File: src/hw/rtl/pce_pkg.sv
// Package for the polynomial coefficient engine.
// Holds the coefficient format, the operation codes and the status codes.
// No dependencies.
package pce_pkg;

    localparam int COEF_W    = 32;
    localparam int FRAC_BITS = 16;

    localparam logic [2:0] OP_ACC  = 3'd0;
    localparam logic [2:0] OP_SET  = 3'd1;
    localparam logic [2:0] OP_EVAL = 3'd2;
    localparam logic [2:0] OP_DIFF = 3'd3;
    localparam logic [2:0] OP_INT  = 3'd4;

    localparam logic [1:0] ST_OK    = 2'd0;
    localparam logic [1:0] ST_RANGE = 2'd1;
    localparam logic [1:0] ST_LOST  = 2'd2;
    localparam logic [1:0] ST_SAT   = 2'd3;

    typedef logic signed [COEF_W-1:0] coef_t;

endpackage

File: src/hw/rtl/pce_ram.sv
// Generic single-write, single-read synchronous RAM with registered read data.
// No dependencies.
module pce_ram #(
    parameter int WIDTH = 32,
    parameter int DEPTH = 16
) (
    input  logic                     clk,
    input  logic                     we,
    input  logic [$clog2(DEPTH)-1:0] waddr,
    input  logic [WIDTH-1:0]         wdata,
    input  logic [$clog2(DEPTH)-1:0] raddr,
    output logic [WIDTH-1:0]         rdata
);

    logic [WIDTH-1:0] mem [DEPTH];

    always_ff @(posedge clk)
    begin
        if (we)
        begin
            mem[waddr] <= wdata;
        end
        rdata <= mem[raddr];
    end

endmodule

File: src/hw/rtl/pce_div.sv
// Iterative signed-by-unsigned divider, one quotient bit per cycle, truncating.
// Depends on pce_pkg.
module pce_div
    import pce_pkg::*;
#(
    parameter int DW = 4
) (
    input  logic          clk,
    input  logic          rst_n,
    input  logic          start,
    input  coef_t         dividend,
    input  logic [DW-1:0] divisor,
    output logic          done,
    output coef_t         quotient
);

    localparam int CW = $clog2(COEF_W);

    logic              busy_reg, busy_next;
    logic              done_reg, done_next;
    logic [CW-1:0]     cnt_reg, cnt_next;
    logic [COEF_W-1:0] num_reg, num_next;
    logic [DW-1:0]     rem_reg, rem_next;
    logic [DW-1:0]     den_reg, den_next;
    logic              neg_reg, neg_next;
    coef_t             q_reg, q_next;

    logic [DW:0] rem_sh;
    logic        ge;

    always_comb
    begin
        busy_next = busy_reg;
        done_next = 1'b0;
        cnt_next  = cnt_reg;
        num_next  = num_reg;
        rem_next  = rem_reg;
        den_next  = den_reg;
        neg_next  = neg_reg;
        q_next    = q_reg;
        rem_sh    = {rem_reg, num_reg[COEF_W-1]};
        ge        = rem_sh >= {1'b0, den_reg};
        if (start)
        begin
            busy_next = 1'b1;
            cnt_next  = '0;
            rem_next  = '0;
            den_next  = divisor;
            neg_next  = dividend[COEF_W-1];
            num_next  = dividend[COEF_W-1] ? COEF_W'(-dividend) : dividend;
        end
        else if (busy_reg)
        begin
            // restore step: shift in one dividend bit, subtract when it fits
            rem_next = ge ? DW'(rem_sh - {1'b0, den_reg}) : DW'(rem_sh);
            num_next = {num_reg[COEF_W-2:0], ge};
            cnt_next = cnt_reg + 1'b1;
            if (cnt_reg == CW'(COEF_W - 1))
            begin
                busy_next = 1'b0;
                done_next = 1'b1;
                q_next    = neg_reg ? -coef_t'(num_next) : coef_t'(num_next);
            end
        end
    end

    always_ff @(posedge clk or negedge rst_n)
    begin
        if (!rst_n)
        begin
            busy_reg <= 1'b0;
            done_reg <= 1'b0;
            cnt_reg  <= '0;
        end
        else
        begin
            busy_reg <= busy_next;
            done_reg <= done_next;
            cnt_reg  <= cnt_next;
        end
    end

    always_ff @(posedge clk)
    begin
        num_reg <= num_next;
        rem_reg <= rem_next;
        den_reg <= den_next;
        neg_reg <= neg_next;
        q_reg   <= q_next;
    end

    assign done     = done_reg;
    assign quotient = q_reg;

endmodule

File: src/hw/rtl/polynomial_coefficient_engine.sv
// Polynomial coefficient engine: a store of MAX_DEGREE+1 signed Q16.16
// coefficients in one RAM, cleared at reset by per-entry valid bits (no
// clearing pass). Items are taken one at a time: evaluate does one
// registered multiply and one round/add per Horner step, the add using a
// coefficient read from the RAM; differentiate passes one coefficient per
// cycle through the small multiplier; integrate divides each coefficient in
// the radix-2 divider, one 32-bit division per coefficient. Each item ends
// by handing its result to the output register; the next item is accepted
// while that result waits.
// Depends on pce_pkg, pce_ram and pce_div.
module polynomial_coefficient_engine
    import pce_pkg::*;
#(
    parameter int MAX_DEGREE = 15
) (
    input  logic        clk,
    input  logic        rst_n,
    input  logic        in_valid,
    output logic        in_stall,
    input  logic [2:0]  op,
    input  logic [3:0]  exponent,
    input  coef_t       coefficient,
    input  coef_t       point,
    output logic        out_valid,
    input  logic        out_stall,
    output coef_t       value,
    output logic [1:0]  status
);

    localparam int DEPTH = MAX_DEGREE + 1;
    localparam int AW    = $clog2(DEPTH);
    localparam int PW    = COEF_W + AW + 1;
    localparam int MW    = 2 * COEF_W;
    localparam logic signed [MW-1:0] ROUND_HALF = MW'(1) << (FRAC_BITS - 1);

    localparam logic [3:0] S_IDLE    = 4'd0;
    localparam logic [3:0] S_ACC_RD  = 4'd1;
    localparam logic [3:0] S_EV_LOAD = 4'd2;
    localparam logic [3:0] S_EV_MUL  = 4'd3;
    localparam logic [3:0] S_EV_ADD  = 4'd4;
    localparam logic [3:0] S_DF_WR   = 4'd5;
    localparam logic [3:0] S_DF_TOP  = 4'd6;
    localparam logic [3:0] S_IN_TOP  = 4'd7;
    localparam logic [3:0] S_IN_LOAD = 4'd8;
    localparam logic [3:0] S_IN_DIV  = 4'd9;
    localparam logic [3:0] S_IN_ZERO = 4'd10;
    localparam logic [3:0] S_DONE    = 4'd11;

    // Saturating add; the top bit of the result flags saturation.
    function automatic logic [COEF_W:0] sat_add(input coef_t a, input coef_t b);
        logic signed [COEF_W:0] s;
        s = {a[COEF_W-1], a} + {b[COEF_W-1], b};
        if (s[COEF_W] != s[COEF_W-1])
        begin
            sat_add = {1'b1, s[COEF_W], {(COEF_W-1){~s[COEF_W]}}};
        end
        else
        begin
            sat_add = {1'b0, s[COEF_W-1:0]};
        end
    endfunction

    // Round half up, drop the fraction bits, saturate to the coefficient range.
    function automatic logic [COEF_W:0] sat_round(input logic signed [MW-1:0] p);
        logic signed [MW-1:0] t;
        t = (p + ROUND_HALF) >>> FRAC_BITS;
        if ((&t[MW-1:COEF_W-1]) || !(|t[MW-1:COEF_W-1]))
        begin
            sat_round = {1'b0, t[COEF_W-1:0]};
        end
        else
        begin
            sat_round = {1'b1, t[MW-1], {(COEF_W-1){~t[MW-1]}}};
        end
    endfunction

    logic [3:0]           state_reg, state_next;
    logic [2:0]           op_reg, op_next;
    logic [AW-1:0]        exp_reg, exp_next;
    coef_t                coef_reg, coef_next;
    coef_t                x_reg, x_next;
    coef_t                acc_reg, acc_next;
    logic signed [MW-1:0] prod_reg, prod_next;
    logic [AW-1:0]        k_reg, k_next;
    logic                 sat_reg, sat_next;
    logic [1:0]           status_reg, status_next;
    logic                 rd_ok_reg, rd_ok_next;
    logic [DEPTH-1:0]     valid_reg, valid_next;
    logic                 out_valid_reg, out_valid_next;
    coef_t                out_value_reg, out_value_next;
    logic [1:0]           out_status_reg, out_status_next;

    logic                 ram_we;
    logic [AW-1:0]        ram_waddr;
    coef_t                ram_wdata;
    logic [AW-1:0]        ram_raddr;
    coef_t                ram_rdata;
    coef_t                rdm;

    logic                 div_start;
    logic                 div_done;
    coef_t                div_q;

    logic signed [PW-1:0] dprod;
    logic [COEF_W:0]      add_res;
    logic [COEF_W:0]      rnd_res;
    logic [COEF_W:0]      ev_res;
    logic                 exp_ok;
    logic                 accept;

    pce_ram #(
        .WIDTH (COEF_W),
        .DEPTH (DEPTH)
    ) u_store (
        .clk   (clk),
        .we    (ram_we),
        .waddr (ram_waddr),
        .wdata (ram_wdata),
        .raddr (ram_raddr),
        .rdata (ram_rdata)
    );

    pce_div #(
        .DW (AW)
    ) u_div (
        .clk      (clk),
        .rst_n    (rst_n),
        .start    (div_start),
        .dividend (rdm),
        .divisor  (k_reg),
        .done     (div_done),
        .quotient (div_q)
    );

    // An entry never written since reset reads as zero.
    assign rdm     = rd_ok_reg ? ram_rdata : '0;
    assign accept  = in_valid && !in_stall;
    assign in_stall = (state_reg != S_IDLE);
    assign exp_ok  = (7'(exponent) <= 7'(MAX_DEGREE));

    assign add_res = sat_add(rdm, coef_reg);
    assign rnd_res = sat_round(prod_reg);
    assign ev_res  = sat_add(coef_t'(rnd_res[COEF_W-1:0]), rdm);
    assign dprod   = $signed(rdm) * $signed({1'b0, k_reg});

    always_comb
    begin
        state_next      = state_reg;
        op_next         = op_reg;
        exp_next        = exp_reg;
        coef_next       = coef_reg;
        x_next          = x_reg;
        acc_next        = acc_reg;
        prod_next       = prod_reg;
        k_next          = k_reg;
        sat_next        = sat_reg;
        status_next     = status_reg;
        out_valid_next  = out_valid_reg;
        out_value_next  = out_value_reg;
        out_status_next = out_status_reg;
        ram_we          = 1'b0;
        ram_waddr       = '0;
        ram_wdata       = '0;
        ram_raddr       = '0;
        div_start       = 1'b0;

        // drop the held result once it is taken
        if (out_valid_reg && !out_stall)
        begin
            out_valid_next = 1'b0;
        end

        unique case (state_reg)
            S_IDLE:
            begin
                if (accept)
                begin
                    op_next     = op;
                    exp_next    = AW'(exponent);
                    coef_next   = coefficient;
                    x_next      = point;
                    acc_next    = '0;
                    sat_next    = 1'b0;
                    status_next = ST_OK;
                    state_next  = S_DONE;
                    case (op)
                        OP_ACC:
                        begin
                            if (!exp_ok)
                            begin
                                status_next = ST_RANGE;
                            end
                            else
                            begin
                                ram_raddr  = AW'(exponent);
                                state_next = S_ACC_RD;
                            end
                        end
                        OP_SET:
                        begin
                            if (!exp_ok)
                            begin
                                status_next = ST_RANGE;
                            end
                            else
                            begin
                                ram_we    = 1'b1;
                                ram_waddr = AW'(exponent);
                                ram_wdata = coefficient;
                            end
                        end
                        OP_EVAL:
                        begin
                            ram_raddr  = AW'(MAX_DEGREE);
                            state_next = S_EV_LOAD;
                        end
                        OP_DIFF:
                        begin
                            ram_raddr  = AW'(1);
                            k_next     = AW'(1);
                            state_next = S_DF_WR;
                        end
                        OP_INT:
                        begin
                            ram_raddr  = AW'(MAX_DEGREE);
                            k_next     = AW'(MAX_DEGREE);
                            state_next = S_IN_TOP;
                        end
                        default:
                        begin
                            state_next = S_DONE;
                        end
                    endcase
                end
            end
            S_ACC_RD:
            begin
                ram_we     = 1'b1;
                ram_waddr  = exp_reg;
                ram_wdata  = add_res[COEF_W-1:0];
                sat_next   = add_res[COEF_W];
                state_next = S_DONE;
            end
            S_EV_LOAD:
            begin
                acc_next   = rdm;
                k_next     = AW'(MAX_DEGREE - 1);
                state_next = S_EV_MUL;
            end
            S_EV_MUL:
            begin
                // hold the product in a register before rounding
                prod_next  = $signed(acc_reg) * $signed(x_reg);
                ram_raddr  = k_reg;
                state_next = S_EV_ADD;
            end
            S_EV_ADD:
            begin
                acc_next = ev_res[COEF_W-1:0];
                sat_next = sat_reg | rnd_res[COEF_W] | ev_res[COEF_W];
                if (k_reg == '0)
                begin
                    state_next = S_DONE;
                end
                else
                begin
                    k_next     = k_reg - 1'b1;
                    state_next = S_EV_MUL;
                end
            end
            S_DF_WR:
            begin
                // write k*c[k] one place down while the next entry is read
                ram_we    = 1'b1;
                ram_waddr = k_reg - 1'b1;
                if ((&dprod[PW-1:COEF_W-1]) || !(|dprod[PW-1:COEF_W-1]))
                begin
                    ram_wdata = dprod[COEF_W-1:0];
                end
                else
                begin
                    ram_wdata = {dprod[PW-1], {(COEF_W-1){~dprod[PW-1]}}};
                    sat_next  = 1'b1;
                end
                if (k_reg == AW'(MAX_DEGREE))
                begin
                    state_next = S_DF_TOP;
                end
                else
                begin
                    k_next     = k_reg + 1'b1;
                    ram_raddr  = k_reg + AW'(1);
                    state_next = S_DF_WR;
                end
            end
            S_DF_TOP:
            begin
                ram_we     = 1'b1;
                ram_waddr  = AW'(MAX_DEGREE);
                ram_wdata  = '0;
                state_next = S_DONE;
            end
            S_IN_TOP:
            begin
                if (rdm != '0)
                begin
                    status_next = ST_LOST;
                end
                ram_raddr  = k_reg - 1'b1;
                state_next = S_IN_LOAD;
            end
            S_IN_LOAD:
            begin
                div_start  = 1'b1;
                state_next = S_IN_DIV;
            end
            S_IN_DIV:
            begin
                if (div_done)
                begin
                    ram_we    = 1'b1;
                    ram_waddr = k_reg;
                    ram_wdata = div_q;
                    if (k_reg == AW'(1))
                    begin
                        state_next = S_IN_ZERO;
                    end
                    else
                    begin
                        k_next     = k_reg - 1'b1;
                        ram_raddr  = k_reg - AW'(2);
                        state_next = S_IN_LOAD;
                    end
                end
            end
            S_IN_ZERO:
            begin
                ram_we     = 1'b1;
                ram_waddr  = '0;
                ram_wdata  = '0;
                state_next = S_DONE;
            end
            S_DONE:
            begin
                // advance only when the output register is free or its result is taken
                if (!out_valid_reg || !out_stall)
                begin
                    out_valid_next  = 1'b1;
                    out_value_next  = acc_reg;
                    out_status_next = (status_reg != ST_OK) ? status_reg :
                                      (sat_reg ? ST_SAT : ST_OK);
                    state_next      = S_IDLE;
                end
            end
            default:
            begin
                state_next = S_IDLE;
            end
        endcase
    end

    always_comb
    begin
        valid_next = valid_reg;
        if (ram_we)
        begin
            valid_next[ram_waddr] = 1'b1;
        end
        rd_ok_next = valid_reg[ram_raddr];
    end

    always_ff @(posedge clk or negedge rst_n)
    begin
        if (!rst_n)
        begin
            state_reg     <= S_IDLE;
            valid_reg     <= '0;
            out_valid_reg <= 1'b0;
            rd_ok_reg     <= 1'b0;
        end
        else
        begin
            state_reg     <= state_next;
            valid_reg     <= valid_next;
            out_valid_reg <= out_valid_next;
            rd_ok_reg     <= rd_ok_next;
        end
    end

    always_ff @(posedge clk)
    begin
        op_reg         <= op_next;
        exp_reg        <= exp_next;
        coef_reg       <= coef_next;
        x_reg          <= x_next;
        acc_reg        <= acc_next;
        prod_reg       <= prod_next;
        k_reg          <= k_next;
        sat_reg        <= sat_next;
        status_reg     <= status_next;
        out_value_reg  <= out_value_next;
        out_status_reg <= out_status_next;
    end

    assign out_valid = out_valid_reg;
    assign value     = out_value_reg;
    assign status    = out_status_reg;

`ifndef ASSERT_OFF
    a_accept_leaves_idle: assert property (@(posedge clk) disable iff (!rst_n)
        accept |=> state_reg != S_IDLE)
        else $error("accepted item did not start");

    a_eval_no_write: assert property (@(posedge clk) disable iff (!rst_n)
        (state_reg == S_EV_MUL || state_reg == S_EV_ADD || state_reg == S_EV_LOAD)
            |-> !ram_we)
        else $error("store written during evaluate");

    a_div_done_in_wait: assert property (@(posedge clk) disable iff (!rst_n)
        div_done |-> state_reg == S_IN_DIV)
        else $error("divider finished outside integrate wait");

    a_nonzero_only_eval: assert property (@(posedge clk) disable iff (!rst_n)
        (state_reg == S_DONE && op_reg != OP_EVAL) |-> acc_reg == '0)
        else $error("nonzero value for non-evaluate item");
`endif

endmodule
File: config.mk
export PLATFORM = sky130hd
export DESIGN_NAME = polynomial_coefficient_engine
export DESIGN_NICKNAME = d
export VERILOG_FILES = /design/src/hw/rtl/pce_pkg.sv /design/src/hw/rtl/pce_ram.sv /design/src/hw/rtl/pce_div.sv /design/src/hw/rtl/polynomial_coefficient_engine.sv
export SDC_FILE = /design/constraint.sdc
export NUM_CORES = 2
export LEC_CHECK = 0
export ABC_AREA = 1
export BUFFER_PORTS_ARGS = -buffer_cell sky130_fd_sc_hd__buf_2
export CORE_AREA = 2 2 449 317
export CTS_BUF_LIST = sky130_fd_sc_hd__clkbuf_2
export DETAILED_ROUTE_END_ITERATION = 12
export DIE_AREA = 0 0 451 319
export PLACE_DENSITY = 0.76
export SYNTH_ARGS = -nofsm -noshare
export SYNTH_HDL_FRONTEND = slang
export SYNTH_SLANG_ARGS = --single-unit
File: constraint.sdc
create_clock -name clk -period 9.41 [get_ports clk]
set_input_delay 0.4705 -clock clk [delete_from_list [all_inputs] [get_ports clk]]
set_output_delay 0.4705 -clock clk [all_outputs]
set_load 0.01 [all_outputs]
==> reports/qor.yml <==
status:
  status: "completed"
sta:
  fmax_ghz: 0.111
  rsz0062_at_grt: "false"
  slew_viol_final: 0
  tns_ps: 0
  whs_ps: 175
  setup_viol: 0
  skew_ps: 215
  relSlewSlack: 0.213
  min_period_ps: 9020
  fin_crit_sh: 0.958
  worst_pin_slew_ps: 1170
  finalHoldViolCount: 0
clock_tree:
  cts_buffers: 202
  clkTransAtPathRegs_ps: 110
  cts_tree: "yes"
  clock_latency_ps: 1780
  root_buffer: "clkbuf_2"
  cts.sinks: 835
  h-tree-depth: 4
  clock_path_buffers: 3
  post_cts_buffers: 0
cells_and_area:
  area_growth_pct: 7.96
  layout_commonest_cell: "nand2_1"
  drive_above_1_share: 0.0763
  final-seq-area_mm2: 0.0246
  instances_no_fill: 11892
  fillers: 11631
  multiInputGateArea_mm2: 0.0494
  fin_nets: 11396
  largest_reg_flops: 512
  layout_common_cells: "nand2_1 (2152), inv_1 (2092), fa_1 (1149), nor2_1 (787), edfxtp_1 (770)"
synthesis:
  synth_top_area_frac: 0.277
  synth-compound-area-share: 0.0671
  syn_inst: 9545
  synth_top_family_by_area: "adder cells"
  synth.mux.area_fraction: 0
  synth_nets: 11101
  synth-simple-area-share: 0.178
  synth_cell_types: 64
  synth_fa_ha_area_frac: 0.326
  synth-seq-cells: 835
  synth_edf_count: 770
  synthTopCellsByArea: "edfxtp_1 (28%), fa_1 (28%), nand2_1 (9.7%), inv_1 (9.4%), ha_1 (5.0%)"
  synth_ff_type: "edfxtp_1"
  syn_area_mm2: 0.0834
  synthXorXnorAreaFrac: 0.0207
  synth.yosys.warnings: 0
  synth_area_leader_cell: "edfxtp_1"
  ys_seq_area_frac: 0.295
  syn_area_per_cell_um2: 8.73
  synthArstFlopShare: 0.0347
global_routing:
  antenna_found_initial: 9
  first_global_vias: 67859
  overflow: 0
  grt_max_degree: 181
  grt_usage: 0.386
  grt_pass1_wl_mm: 416
critical_path:
  crit_type: "reg -> reg"
  crit_buf_inv: 8
  crit_chain: "nand2_1, inv_1, fa_1, inv_1, fa_1, inv_1, fa_1, fa_1, inv_1, fa_1, inv_1, fa_1, inv_1, fa_1, inv_1, fa_1, ha_1, nand2_1, nor2_1, inv_1, nor4_2, nand3_1, nand2_1, xor2_1"
  critPathMaxFanout: 13
  cp_num_cells: 24
  startpoint_type: "flop"
  critPathRequiredTime_ps: 10780
  path_delay_family: "adder cells"
  cp_slowest_stage_delay_ps: 870
  cp_slowest_cell: "edfxtp_1"
  ff2ff_path_depth: 24
  cp-end-kind: "flop"
  arrival_ps: 10390
  r2r_slack_ps: 390
hold_path:
  hold_path_class: "in -> reg"
  whs_path_depth: 3
placed_design:
  port_buffers: 110
  dp_hpwl_mm: 208
  placed_cells: 11317
  gp_congestion: 1.01
route:
  drcViolationCount: 0
  ant_nets: 0
  wl_per_cell_um: 22.9
  vias: 67775
  dr.pass1.iters: 7
  via_per_inst: 5.70
  drt-initial-drc-count: 9659
  wl_mm: 272
power:
  power_density_mw_per_mm2: 75.5
  p_leak_uw: 0.0434
  ir_drop_mv: 0.138
die:
  io-pin-count: 111
  die_area_mm2: 0.144
  die_x_um: 451
  die_h_um: 319
  initial_core_util: 0.597
  rows: 115
  coreArea_mm2: 0.140
job:
  maxCapViolCount: 0
cells by family after synthesis:
family	after synthesis
AO/OA/AOI/OAI	944
XOR/XNOR	197
flip-flops	835
buffers and inverters	2475
AND/OR/NAND/NOR	3613
adder cells (fa/ha/maj)	1481
routing by layer:
layer  share of wire  routed length [um]  GRT usage
met2            0.40              109000      0.526
met4           0.027                7320      0.105
met3            0.15               40700      0.123
met5        0.000085                  23          0
met1            0.42              115000      0.591
Yosys cell counts, drive strengths merged, types with 2 or more instances:
cell type / n
a22oi: 2
a21oi: 271
xnor2: 68
ha: 332
nor4: 18
o21a: 12
o31ai: 4
o21ai: 348
dfxtp: 36
nand3: 357
nand2: 2166
nor2: 817
clkbuf: 267
o22ai: 12
a21o: 14
and3: 5
a211oi: 6
o211ai: 178
o2111ai: 5
xor2: 129
a221oi: 6
inv: 2107
or2: 151
nand3b: 13
a22o: 31
a21boi: 10
edfxtp: 770
buf: 100
fa: 1149
a31oi: 15
nand4: 39
o21bai: 22
dfrtp: 29
o221ai: 3
nor3: 45
area by class of cell:
cell class,instances,area share
Clock buffer,300,0.0167
Sequential cell,835,0.273
Timing Repair Buffer,458,0.0406
Multi-Input combinational cell,6235,0.549
Inverter,2108,0.0881
Clock inverter,71,0.00588
Tap cell,1872,0.0260
Antenna cell,13,0.000361
where the power goes:
| group | internal [uW] | switching [uW] |
|---|---|---|
| clock network | 1010 | 1690 |
| logic | 63.9 | 36.3 |
| registers | 3990 | 0.0000000000000141 |
path summary, 6_finish.rpt:
check                                             start                           end
min                                     coefficient[30]        coef_reg[30]$_DFFE_PP_
min in group asynchronous                         rst_n      valid_reg[3]$_DFFE_PN0P_
max                                  x_reg[5]$_DFFE_PP_        prod_reg[56]$_DFFE_PP_
max in group asynchronous                         rst_n          u_div.done$_DFF_PN0_
min reg2reg                u_div.cnt_reg[3]$_DFFE_PN0P_  u_div.cnt_reg[3]$_DFFE_PN0P_
max reg2reg                          x_reg[5]$_DFFE_PP_        prod_reg[56]$_DFFE_PP_
worst register-to-register path: cells and delay by family, from the launching register on:
family                     cells  cell delay [ps]
xor gates and xnor gates       1              100
adders and majority gates      9             4230
buffers and inverters          8             1580
DFF                            1              870
and+or+nand+nor                6             1880
stage by stage:
| step | utilization | power, uW | setup WS [ps] | area [um^2] |
|---|---|---|---|---|
| 2_1_floorplan | - | 4080 | 2040 | 83400 |
| 3_3_place_gp | 0.616 | 4110 | 344 | 86000 |
| 3_5_place_dp | 0.616 | 4110 | 353 | 86000 |
| 4_1_cts | 0.644 | 6820 | 251 | 90000 |
| 5_1_grt | 0.644 | 7010 | 45.7 | 90000 |
| 6_report | 0.644 | 6790 | 394 | 90000 |
what timing repair did:
action / CTS / global route
endpoints found under the hold margin: 1193 / 0
gates resized for setup: 0 / 1
hold buffers: 191 / 0
setup endpoints to repair: 0 / 1
Note: power is estimated with default switching activity, not from simulation.
